$ cat config.mk
export PLATFORM = sky130hd
export DESIGN_NAME = sktbs_ctrl
export DESIGN_NICKNAME = d
export VERILOG_FILES = /design/src/sv/sktbs_pkg.sv /design/src/sv/sktbs_ctrl.sv
export SDC_FILE = /design/constraint.sdc
export NUM_CORES = 1
export LEC_CHECK = 0
export BUFFER_PORTS_ARGS = -buffer_cell sky130_fd_sc_hd__buf_4
export CORE_AREA = 10 10 47 49
export CTS_CLUSTER_SIZE = 10
export DETAILED_ROUTE_END_ITERATION = 12
export DIE_AREA = 0 0 57 59
export GPL_ROUTABILITY_DRIVEN = 0
export GPL_TIMING_DRIVEN = 0
export MAX_ROUTING_LAYER = met4
export PLACE_DENSITY = 0.52
export SLEW_MARGIN = 10
export SYNTH_ARGS = -nofsm -noshare
export SYNTH_HDL_FRONTEND = slang
export SYNTH_SLANG_ARGS = --single-unit
$ cat constraint.sdc
create_clock -name clk -period 1.47 [get_ports clk]
set_clock_uncertainty 0.05 [all_clocks]
set_input_delay 0.2205 -clock clk [delete_from_list [all_inputs] [get_ports clk]]
set_output_delay 0.2205 -clock clk [all_outputs]
set_load 0.05 [all_outputs]
$ cat src/sv/sktbs_pkg.sv
`timescale 1ns / 1ps
// Shared types and constants for the sorted key table with binary search.
// Used by the controller, the datapath and the top level.
package sktbs_pkg;

    localparam int KEY_W               = 24;
    localparam int TYPE_W              = 8;
    localparam int VAL_W               = 32;
    localparam int IDX_W               = 10;
    localparam int COUNT_W             = 11;
    localparam int ENTRY_W             = VAL_W + TYPE_W + KEY_W;
    localparam int DEFAULT_TABLE_DEPTH = 1024;

    // Configuration register indexes
    localparam logic [0:0] REG_ENTRY_COUNT   = 1'b0;
    localparam logic [0:0] REG_BYTE_REVERSED = 1'b1;

    typedef enum logic [1:0] {
        REQ_LOAD  = 2'd0,
        REQ_FIND  = 2'd1,
        REQ_FETCH = 2'd2
    } req_t;

    typedef enum logic [2:0] {
        ST_IDLE,
        ST_LOAD,
        ST_FIND_INIT,
        ST_FIND,
        ST_FETCH,
        ST_FETCH_WAIT,
        ST_DROP,
        ST_EMIT
    } state_t;

    // Controller to datapath
    typedef struct packed {
        logic capture;     // latch the accepted request
        logic load_write;  // write the normalized entry
        logic find_init;   // lo = 0, hi = count, first probe
        logic find_step;   // narrow the range, next probe
        logic fetch_read;  // read the entry at the request index
        logic res_miss;    // stage an all-zero result
        logic res_load;    // stage the loaded entry
        logic res_find;    // stage the probed entry
        logic res_fetch;   // stage the fetched entry
        logic emit;        // move the staged result to the output register
    } ctrl_cmd_t;

    // Datapath to controller
    typedef struct packed {
        req_t in_req;
        logic load_oob;
        logic fetch_oob;
        logic cnt_zero;
        logic key_eq;
        logic next_live;
        logic out_free;
    } dp_status_t;

endpackage

$ cat src/sv/sktbs_ctrl.sv
`timescale 1ns / 1ps
// Request sequencer for the sorted key table: load, find and fetch flows.
// Depends on sktbs_pkg; drives the datapath through ctrl_cmd_t.
module sktbs_ctrl (
    input  logic                   clk,
    input  logic                   rst_n,
    input  logic                   in_valid,
    output logic                   in_ready,
    input  sktbs_pkg::dp_status_t  stat,
    output sktbs_pkg::ctrl_cmd_t   cmd
);

    import sktbs_pkg::*;

    state_t state_reg;
    state_t state_next;

    always_ff @(posedge clk or negedge rst_n)
    begin
        if (!rst_n)
        begin
            state_reg <= ST_IDLE;
        end
        else
        begin
            state_reg <= state_next;
        end
    end

    always_comb
    begin
        cmd        = '0;
        state_next = state_reg;
        in_ready   = 1'b0;
        case (state_reg)
            ST_IDLE:
            begin
                in_ready = 1'b1;
                if (in_valid)
                begin
                    cmd.capture = 1'b1;
                    case (stat.in_req)
                        REQ_LOAD:  state_next = ST_LOAD;
                        REQ_FIND:  state_next = ST_FIND_INIT;
                        REQ_FETCH: state_next = ST_FETCH;
                        default:   state_next = ST_DROP;
                    endcase
                end
            end
            ST_LOAD:
            begin
                if (stat.load_oob)
                begin
                    cmd.res_miss = 1'b1;
                end
                else
                begin
                    cmd.load_write = 1'b1;
                    cmd.res_load   = 1'b1;
                end
                state_next = ST_EMIT;
            end
            ST_FIND_INIT:
            begin
                if (stat.cnt_zero)
                begin
                    cmd.res_miss = 1'b1;
                    state_next   = ST_EMIT;
                end
                else
                begin
                    cmd.find_init = 1'b1;
                    state_next    = ST_FIND;
                end
            end
            ST_FIND:
            begin
                // one probe per cycle: compare, narrow, issue the next read
                if (stat.key_eq)
                begin
                    cmd.res_find = 1'b1;
                    state_next   = ST_EMIT;
                end
                else if (stat.next_live)
                begin
                    cmd.find_step = 1'b1;
                end
                else
                begin
                    cmd.res_miss = 1'b1;
                    state_next   = ST_EMIT;
                end
            end
            ST_FETCH:
            begin
                if (stat.fetch_oob)
                begin
                    cmd.res_miss = 1'b1;
                    state_next   = ST_EMIT;
                end
                else
                begin
                    cmd.fetch_read = 1'b1;
                    state_next     = ST_FETCH_WAIT;
                end
            end
            ST_FETCH_WAIT:
            begin
                cmd.res_fetch = 1'b1;
                state_next    = ST_EMIT;
            end
            ST_DROP:
            begin
                cmd.res_miss = 1'b1;
                state_next   = ST_EMIT;
            end
            ST_EMIT:
            begin
                // hold until the output register is free
                if (stat.out_free)
                begin
                    cmd.emit   = 1'b1;
                    state_next = ST_IDLE;
                end
            end
            default:
            begin
                state_next = ST_IDLE;
            end
        endcase
    end

endmodule

==> impl_metrics.py, run 1 <==
metrics = {
    "status": {
        "status": "finished, violations left",
        "failed_checks": "setup timing",
    },
    "logic_synthesis": {
        "syn_area_um2": 304.0,
        "syn_area_per_cell_um2": 8.446,
        "mappedNetlistNets": 47,
        "yosys_warnings": 0,
        "synthDominantCellAreaShare": 0.2469,
        "synth_seq_cells": 3,
        "synth_area_leaders": "dfrtp_1, a2111oi_4, a21oi_1, nor3_2, nor4b_1",
        "synth_seq_area_share": 0.2469,
        "synth_top_area_cell": "dfrtp_1",
        "netlist_instances": 36,
        "synth_cell_type_count": 24,
    },
    "worst_setup_path": {
        "required_ns": 1.20,
        "arrival_ns": 1.31,
        "criticalPathCategory": "register to output pin",
        "timing.rr.end": "state_reg[2]$_DFFE_PN0P_",
        "cp-start-kind": "register",
        "endpoint_kind": "output pin",
        "timing.rr.start": "state_reg[2]$_DFFE_PN0P_",
        "reg2regPathDepth": 5,
        "crit_fanout": 6,
        "r2r_slack_ns": 0.10,
    },
    "pwr": {
        "switching_share": 0.5149,
        "ir_drop_uv": 717.2,
        "comb_power_share": 0.801,
        "p_per_area_nw_per_um2": 2042,
        "p_int_mw": 0.7090,
        "p_leak_nw": 0.3174,
        "pwr-share-seq": 0.102,
        "p_sw_mw": 0.7524,
        "pwr-share-clk": 0.097,
    },
    "placement": {
        "port_buffers": 21,
        "dp.cells": 73,
        "hpwl_um": 837.5,
    },
    "clock_tree": {
        "worstSkewPairLatency_ns": 0.23,
        "cts_num_sinks": 3,
        "clk_pin_slew_ns": 0.04,
        "htree_levels": 1,
        "cts_root_buf": "clkbuf_4",
        "cts_buffers": 3,
        "clk_path_buf_depth": 2,
        "cts_tree": "done",
    },
    "job": {
        "maxCapViolations": 0,
    },
    "die": {
        "rows": 14,
        "dieHeight_um": 59,
        "core_um2": 1401,
        "initial_core_util": 0.2170,
        "die-width_um": 57,
        "ioPinCount": 22,
        "die_area_um2": 3363,
    },
    "timing": {
        "hold_viol_final": 0,
        "setup_violations": 10,
        "slew_viol_final": 0,
        "fin_ws_ns": -0.1081,
        "tightestPinTransition_ns": 0.2500,
        "max_freq_mhz": 633.7,
        "slew_headroom": 0.8333,
        "period_minus_slack_ns": 1.578,
        "finalCritPeriodShare": 1.074,
        "rsz0062_at_grt": "yes",
    },
    "layout": {
        "fillers": 146,
        "drive_gt1_frac": 0.6970,
        "areaGrowthSynthToFinish_pct": 135.4,
        "fin_nets": 78,
        "n_antenna_cell": 0,
        "utilization": 0.5107,
        "largest_reg_flops": 3,
        "fin_cells": 82,
    },
    "grt": {
        "track_usage": 0.07095,
        "gr-total-overflow": 0,
        "grt_max_degree": 11,
        "grt_pass1_wl_mm": 1.925,
        "grt_pass1_vias": 438,
        "antenna_found_initial": 0,
    },
    "hold_path": {
        "min_path_cells": 2,
        "min_path_type": "input port to register",
        "min_from": "stat[0]",
        "min_to": "state_reg[2]$_DFFE_PN0P_",
    },
    "detailed_routing": {
        "final_antenna_net_count": 0,
        "dr_wl_met3_um": 80,
        "drtPass1Iterations": 2,
        "wl_per_cell_um": 13.49,
        "drtIter0Drc": 1,
        "top_layer_used": "met3",
        "drc": 0,
        "wl_met1_um": 457,
        "vias_per_cell": 4.756,
        "route.met2.wl_um": 568,
        "wl_mm": 1.106,
        "dr_total_vias": 390,
    },
}
-- per-layer routing --
| layer | GRT usage | vias up |
|---|---|---|
| met3 | 0.03004 | 0 |
| met2 | 0.1147 | 14 |
| met5 | - | - |
| li1 | - | 192 |
| met4 | 0.01007 | 0 |
| met1 | 0.08173 | 184 |
-- power groups by stage --
stage | clock [mW] | combinational (mW) | sequential [mW]
after floorplan | 0 | 0.762 | 0.134
after global placement | 0 | 0.965 | 0.138
after detailed placement | 0 | 0.964 | 0.139
after CTS | 0.152 | 1.14 | 0.147
after global routing | 0.158 | 1.24 | 0.150
final | 0.142 | 1.17 | 0.149
-- how the worst max path moves through the flow --
stage | endpoint | depth (start not counted) | from
6_report | cmd[8] | 4 | state_reg[2]$_DFFE_PN0P_
3_3_place_gp | cmd[8] | 4 | state_reg[1]$_DFFE_PN0P_
3_5_place_dp | cmd[8] | 4 | state_reg[1]$_DFFE_PN0P_
2_1_floorplan | cmd[8] | 3 | state_reg[2]$_DFFE_PN0P_
5_1_grt | cmd[8] | 4 | state_reg[2]$_DFFE_PN0P_
4_1_cts | cmd[8] | 4 | state_reg[2]$_DFFE_PN0P_
-- final cells by class --
| class | instances | area [µm²] | area share |
|---|---|---|---|
| repair buffers | 26 | 242.7 | 0.3392 |
| plain buffers | 4 | 52.55 | 0.07343 |
| flip-flops and latches | 3 | 75.07 | 0.1049 |
| multi-input cells | 27 | 289.0 | 0.4038 |
| clock buffers | 4 | 26.28 | 0.03671 |
| inverters | 2 | 10.01 | 0.01399 |
| well taps | 16 | 20.02 | 0.02797 |
-- cell usage after synthesis --
master and instances:
a21oi_1 4, buf_2 3, dfrtp_1 3, nand2_1 2, nor2_1 2, nor3_2 2
nor3b_1 2, nor4b_1 2, a2111oi_4 1, a211oi_1 1, and2_1 1, and3b_1 1
buf_4 1, inv_1 1, inv_2 1, mux2i_1 1, nand2_2 1, nand2b_1 1
nand3_1 1, nor3_1 1, nor4_1 1, o21a_1 1, o22ai_1 1, o32ai_1 1
-- cells by family after synthesis --
family	share of synthesized area
AND/OR/NAND/NOR	0.3663
AO/OA/AOI/OAI	0.2552
buffers and inverters	0.09874
flip-flops	0.2469
multiplexers	0.03292
-- worst max-delay path, cell delays in order (launching register included) --
cell and delay (ns):
dfrtp_1 0.38, buf_8 0.15, nor4b_4 0.28, buf_6 0.14
buf_8 0.13
-- layout by cell type, fill, tap and decap left out, types with 2 or more instances in the layout --
| cell | n |
|---|---|
| nand2_1 | 2 |
| buf_4 | 15 |
| nor2_1 | 2 |
| a21oi_1 | 3 |
| buf_6 | 10 |
| clkbuf_4 | 3 |
| dfrtp_1 | 3 |
| buf_8 | 4 |
| nor3_4 | 2 |
| nor4b_4 | 2 |
| nor3b_2 | 2 |
-- through the flow --
step / total power [mW] / setup TNS (ns) / setup slack [ns] / cell area (µm²) / hold slack, ns
global placement: 1.103 / 0 / 0.07074 / 576.8 / -0.03939
CTS: 1.442 / -0.9345 / -0.1289 / 698.2 / 0.1341
detailed placement: 1.103 / 0 / 0.06354 / 576.8 / -0.03822
finish: 1.461 / -0.6664 / -0.1081 / 715.7 / 0.1429
global route: 1.553 / -1.312 / -0.1736 / 715.7 / 0.1350
floorplan: 0.8959 / -0.8235 / -0.2538 / 399.1 / -0.1251
-- what timing repair did --
item	4_1_cts	5_1_grt
pin swaps	3	1
setup endpoints to repair	11	11
hold buffers	1	0
resized for setup	16	5
buffers inserted	4	0
endpoints found under the hold margin	3	0
cloned	0	0
(Power assumes the default switching activity.)
==> inputs of run 2 (changes only) <==
--- a/config.mk
+++ b/config.mk
@@ -6,14 +6,16 @@
 export NUM_CORES = 1
 export LEC_CHECK = 0
 export BUFFER_PORTS_ARGS = -buffer_cell sky130_fd_sc_hd__buf_4
-export CORE_AREA = 10 10 47 49
+export CELL_PAD_IN_SITES_DETAIL_PLACEMENT = 1
+export CELL_PAD_IN_SITES_GLOBAL_PLACEMENT = 2
+export CORE_AREA = 10 10 53 55
 export CTS_CLUSTER_SIZE = 10
 export DETAILED_ROUTE_END_ITERATION = 12
-export DIE_AREA = 0 0 57 59
+export DIE_AREA = 0 0 63 65
 export GPL_ROUTABILITY_DRIVEN = 0
 export GPL_TIMING_DRIVEN = 0
 export MAX_ROUTING_LAYER = met4
-export PLACE_DENSITY = 0.52
+export PLACE_DENSITY = 0.69
 export SLEW_MARGIN = 10
 export SYNTH_ARGS = -nofsm -noshare
 export SYNTH_HDL_FRONTEND = slang
==> run 2 against run 1 <==
The run still ends with setup timing left; core utilization fell by 9.5 points; sequential cell count did not move; sequential power barely moved; highest routed layer unchanged; worst setup slack got worse by 0.027 ns; total power rose by 4.8%; sequential share of layout area fell by 0.78 points; cell count rose by 17%; global-route usage fell by 0.52 points; critical endpoint is now cmd[4].
==> impl_metrics.py, run 2 (synthesis results as in run 1) <==
metrics = {
    "clock_tree": {
        "worstSkewPairLatency_ns": 0.23,
        "clk_path_buf_depth": 2,
        "cts_tree": "done",
        "cts_buffers": 3,
        "htree_levels": 1,
        "cts_num_sinks": 3,
        "cts_root_buf": "clkbuf_4",
        "clk_pin_slew_ns": 0.04,
    },
    "worst_setup_path": {
        "arrival_ns": 1.33,
        "endpoint_kind": "output pin",
        "cp-start-kind": "register",
        "required_ns": 1.20,
        "crit_fanout": 10,
        "criticalPathCategory": "register to output pin",
    },
    "grt": {
        "grt_pass1_vias": 433,
        "antenna_found_initial": 0,
        "gr-total-overflow": 0,
        "grt_max_degree": 11,
        "track_usage": 0.06578,
        "grt_pass1_wl_mm": 2.145,
    },
    "timing": {
        "finalCritPeriodShare": 1.092,
        "hold_viol_final": 0,
        "max_freq_mhz": 623.0,
        "rsz0062_at_grt": "yes",
        "period_minus_slack_ns": 1.605,
        "tightestPinTransition_ns": 0.2600,
        "slew_viol_final": 0,
        "fin_ws_ns": -0.1350,
        "slew_headroom": 0.8261,
        "setup_violations": 10,
    },
    "pwr": {
        "ir_drop_uv": 663.2,
        "p_per_area_nw_per_um2": 1980,
        "p_total_mw": 1.531,
        "p_leak_nw": 0.3297,
    },
    "detailed_routing": {
        "vias_per_cell": 4.167,
        "drtIter0Drc": 3,
        "drc": 0,
        "dr_total_vias": 400,
        "drtPass1Iterations": 2,
        "final_antenna_net_count": 0,
        "wl_per_cell_um": 13.41,
        "wl_mm": 1.287,
    },
    "layout": {
        "final_common_cell": "buf_4",
        "fillers": 228,
        "areaGrowthSynthToFinish_pct": 154.3,
        "layout_common_cells": "buf_4, buf_6, buf_8",
        "largest_reg_flops": 3,
        "drive_gt1_frac": 0.7246,
        "fin_nets": 81,
        "n_antenna_cell": 0,
    },
    "status": {
        "failed_checks": "setup timing",
        "status": "finished, violations left",
    },
    "die": {
        "initial_core_util": 0.1633,
        "die_area_um2": 4095,
        "die-width_um": 63,
        "rows": 16,
        "dieHeight_um": 65,
        "ioPinCount": 22,
        "core_um2": 1862,
    },
    "hold_path": {
        "min_path_type": "input port to register",
    },
    "placement": {
        "port_buffers": 21,
        "hpwl_um": 936.8,
        "pre_cts_ws_ns": 0.06248,
    },
    "job": {
        "maxCapViolations": 0,
    },
}
## run 2: changes by cell type in the layout (fill, tap and decap cells not counted), sizes merged
cell | previous run | this run
buf | 29 | 32
## run 2: critical path, cell delays in order (launching register included)
cell     delay [ns]
dfrtp_1        0.40
buf_8          0.17
mux2i_4        0.18
o22ai_2        0.18
buf_6          0.18
## run 2: path summary, 6_finish.rpt
kind	to	depth (start not counted)	startpoint	slack (ns)
setup / recovery	cmd[4]	4	state_reg[1]$_DFFE_PN0P_	-0.14
hold / removal	state_reg[2]$_DFFE_PN0P_	2	stat[0]	0.17
setup reg to reg	state_reg[2]$_DFFE_PN0P_	5	state_reg[1]$_DFFE_PN0P_	0.02
hold reg to reg	state_reg[1]$_DFFE_PN0P_	4	state_reg[2]$_DFFE_PN0P_	0.69
max in group asynchronous	state_reg[2]$_DFFE_PN0P_	2	rst_n	1.01
min in group asynchronous	state_reg[1]$_DFFE_PN0P_	2	rst_n	0.27
## run 2: metrics by stage
| stage | hold WS [ns] | util | std cells | instance area [µm²] | setup TNS [ns] |
|---|---|---|---|---|---|
| after floorplan | -0.1251 | - | 36 | 399.1 | -0.8235 |
| after global placement | -0.03944 | 0.3172 | 84 | 590.6 | 0 |
| after detailed placement | -0.03922 | 0.3172 | 84 | 590.6 | 0 |
| after CTS | 0.1667 | 0.3972 | 94 | 739.5 | -0.8786 |
| after global routing | 0.1551 | 0.4153 | 96 | 773.2 | -1.576 |
| final | 0.1683 | 0.4153 | 96 | 773.2 | -0.9157 |
## run 2: cell type report
cell class	count	area [µm²]	area share
inverters	2	12.51	0.01618
plain buffers	4	52.55	0.06796
clock buffers	4	26.28	0.03398
flip-flops and latches	3	75.07	0.09709
multi-input cells	27	296.5	0.3835
well taps	27	33.78	0.04369
repair buffers	29	276.5	0.3576
## run 2: what timing repair did
| item | CTS | global route |
|---|---|---|
| hold buffers | 1 | 0 |
| buffers inserted | 5 | 2 |
| gates resized for setup | 22 | 4 |
| pin swaps | 4 | 2 |
| endpoints found under the hold margin | 3 | 0 |
| endpoints found under the setup margin | 11 | 11 |
## run 2: per-layer routing
layer  track usage  share of wire  routed length, µm  vias to the layer above
met3       0.02234          0.057                 74                        0
met1       0.07218           0.41                525                      190
met5             -              0                  0                        -
met2        0.1079           0.53                687                       13
met4       0.02514              0                  0                        0
li1              -              -                  -                      197
## run 2: where the power goes
part           total [mW]  switching (mW)  internal, mW
sequential          0.148          0.0257         0.122
clock               0.143          0.0411         0.102
combinational        1.24           0.710         0.531
total                1.53           0.777         0.754
==> inputs of run 3 (changes only) <==
--- a/config.mk
+++ b/config.mk
@@ -16,6 +16,7 @@
 export GPL_TIMING_DRIVEN = 0
 export MAX_ROUTING_LAYER = met4
 export PLACE_DENSITY = 0.69
+export SETUP_SLACK_MARGIN = 0.5
 export SLEW_MARGIN = 10
 export SYNTH_ARGS = -nofsm -noshare
 export SYNTH_HDL_FRONTEND = slang
==> run 3 against run 2 <==
The run still ends with setup timing left; core utilization up 1.7 points; cell count up 1.0%; global-route usage about the same; sequential cell count unchanged; count of clock-buffer cells in the layout unchanged; sequential share of layout area down 0.39 points; worst setup slack better by 0.011 ns; critical path type unchanged; largest power group unchanged.
==> impl_metrics.py, run 3 (synthesis results as in run 1) <==
metrics = {
    "grt": {
        "grt_pass1_wl_mm": 2.118,
        "grt_max_degree": 10,
        "track_usage": 0.06580,
        "antenna_found_initial": 0,
        "grt_pass1_vias": 497,
        "gr-total-overflow": 0,
    },
    "job": {
        "maxCapViolations": 0,
    },
    "clock_tree": {
        "clk_pin_slew_ns": 0.04,
        "cts_buffers": 3,
        "worstSkewPairLatency_ns": 0.24,
        "cts_root_buf": "clkbuf_4",
        "cts_tree": "done",
        "clk_path_buf_depth": 2,
        "cts_num_sinks": 3,
        "htree_levels": 1,
    },
    "worst_setup_path": {
        "reg2regPathDepth": 4,
        "timing.rr.start": "state_reg[1]$_DFFE_PN0P_",
        "endpoint_kind": "output pin",
        "r2r_slack_ns": 0.19,
        "crit_path_top_delay_cell": "dfrtp_1",
        "cp-start-kind": "register",
        "criticalPathCategory": "register to output pin",
        "timing.rr.end": "state_reg[2]$_DFFE_PN0P_",
        "arrival_ns": 1.32,
        "cp_cell_sequence": "buf_8 -> inv_4 -> nand2_1 -> o22ai_4 -> buf_6",
        "required_ns": 1.20,
        "crit_fanout": 7,
        "max_stage_delay_ns": 0.38,
    },
    "placement": {
        "port_buffers": 21,
        "dp.cells": 84,
        "hpwl_um": 901,
    },
    "layout": {
        "areaGrowthSynthToFinish_pct": 165.0,
        "drive_gt1_frac": 0.7429,
        "fin_nets": 82,
        "layout_common_cells": "buf_4, buf_6, buf_8",
        "n_antenna_cell": 0,
        "final_common_cell": "buf_4",
        "fillers": 219,
        "fin_cells": 97,
        "largest_reg_flops": 3,
    },
    "die": {
        "rows": 16,
        "die_area_um2": 4095,
        "initial_core_util": 0.1633,
        "ioPinCount": 22,
        "die-width_um": 63,
        "dieHeight_um": 65,
        "core_um2": 1862,
    },
    "timing": {
        "finalCritPeriodShare": 1.085,
        "slew_viol_final": 0,
        "period_minus_slack_ns": 1.594,
        "fin_ws_ns": -0.1243,
        "setup_violations": 11,
        "tightestPinTransition_ns": 0.2362,
        "slew_headroom": 0.8418,
        "max_freq_mhz": 627.2,
        "rsz0062_at_grt": "yes",
        "hold_viol_final": 0,
    },
    "pwr": {
        "p_per_area_nw_per_um2": 1994,
        "ir_drop_uv": 891.2,
        "p_total_mw": 1.607,
        "p_leak_nw": 0.3447,
    },
    "hold_path": {
        "min_from": "stat[0]",
        "min_path_type": "input port to register",
        "min_to": "state_reg[2]$_DFFE_PN0P_",
        "min_path_cells": 2,
    },
    "detailed_routing": {
        "dr_total_vias": 412,
        "drtIter0Drc": 0,
        "drc": 0,
        "final_antenna_net_count": 0,
        "wl_mm": 1.232,
        "vias_per_cell": 4.247,
        "wl_per_cell_um": 12.70,
        "drtPass1Iterations": 1,
    },
    "status": {
        "failed_checks": "setup timing",
        "status": "finished, violations left",
    },
}
run 3: what timing repair did:
action                                  in CTS  in global routing
hold endpoints to repair                     3                  0
endpoints found under the setup margin      14                 14
setup buffers                                6                  2
pin swaps                                    6                  4
hold buffers                                 1                  0
gates resized for setup                     23                  4
run 3: how the worst max path moves through the flow:
stage | from | to | slack, ns
6_report | state_reg[2]$_DFFE_PN0P_ | cmd[4] | -0.12
2_1_floorplan | state_reg[2]$_DFFE_PN0P_ | cmd[8] | -0.25
5_1_grt | state_reg[2]$_DFFE_PN0P_ | cmd[4] | -0.18
4_1_cts | state_reg[2]$_DFFE_PN0P_ | cmd[8] | -0.14
3_3_place_gp | state_reg[2]$_DFFE_PN0P_ | cmd[4] | -0.006
3_5_place_dp | state_reg[1]$_DFFE_PN0P_ | cmd[4] | -0.009
run 3: per-layer routing:
layer | up-vias | track usage | part of all wire
met3 | 5 | 0.006873 | 0.020
li1 | 200 | - | -
met1 | 191 | 0.06936 | 0.42
met2 | 16 | 0.1117 | 0.53
met4 | 0 | 0.05028 | 0.028
met5 | - | - | 0
run 3: layout make-up:
class / instances / area (µm²) / area share
Buffer: 4 / 56.30 / 0.06988
Clock buffer: 4 / 26.28 / 0.03261
Inverter: 2 / 10.01 / 0.01242
Multi-Input combinational cell: 27 / 324.1 / 0.4022
Sequential cell: 3 / 75.07 / 0.09317
Tap cell: 27 / 33.78 / 0.04193
Timing Repair Buffer: 30 / 280.3 / 0.3478
run 3: critical path: cells and delay by family (launching register included):
| family | cells | cell delay (ns) |
|---|---|---|
| AOI/OAI and AO/OA | 1 | 0.15 |
| buffers and inverters | 3 | 0.45 |
| DFF | 1 | 0.38 |
| and+or+nand+nor | 1 | 0.10 |
run 3: power by group:
| part | switching [mW] | internal, mW | leakage [nW] |
|---|---|---|---|
| logic | 0.750 | 0.558 | 0.299 |
| registers | 0.0285 | 0.122 | 0.0311 |
| clock network | 0.0463 | 0.102 | 0.0150 |
| total | 0.825 | 0.782 | 0.345 |
run 3: metrics by stage:
stage,instance area (µm²),setup WS (ns),utilization,hold slack (ns),setup TNS (ns)
finish,805.8,-0.1243,0.4328,0.1424,-0.8064
floorplan,410.4,-0.2538,-,-0.1251,-0.8160
global placement,601.8,-0.005827,0.3233,-0.03896,-0.005827
detailed placement,601.8,-0.008795,0.3233,-0.03792,-0.008795
global route,805.8,-0.1828,0.4328,0.1449,-1.426
CTS,770.7,-0.1379,0.4140,0.1391,-0.8510
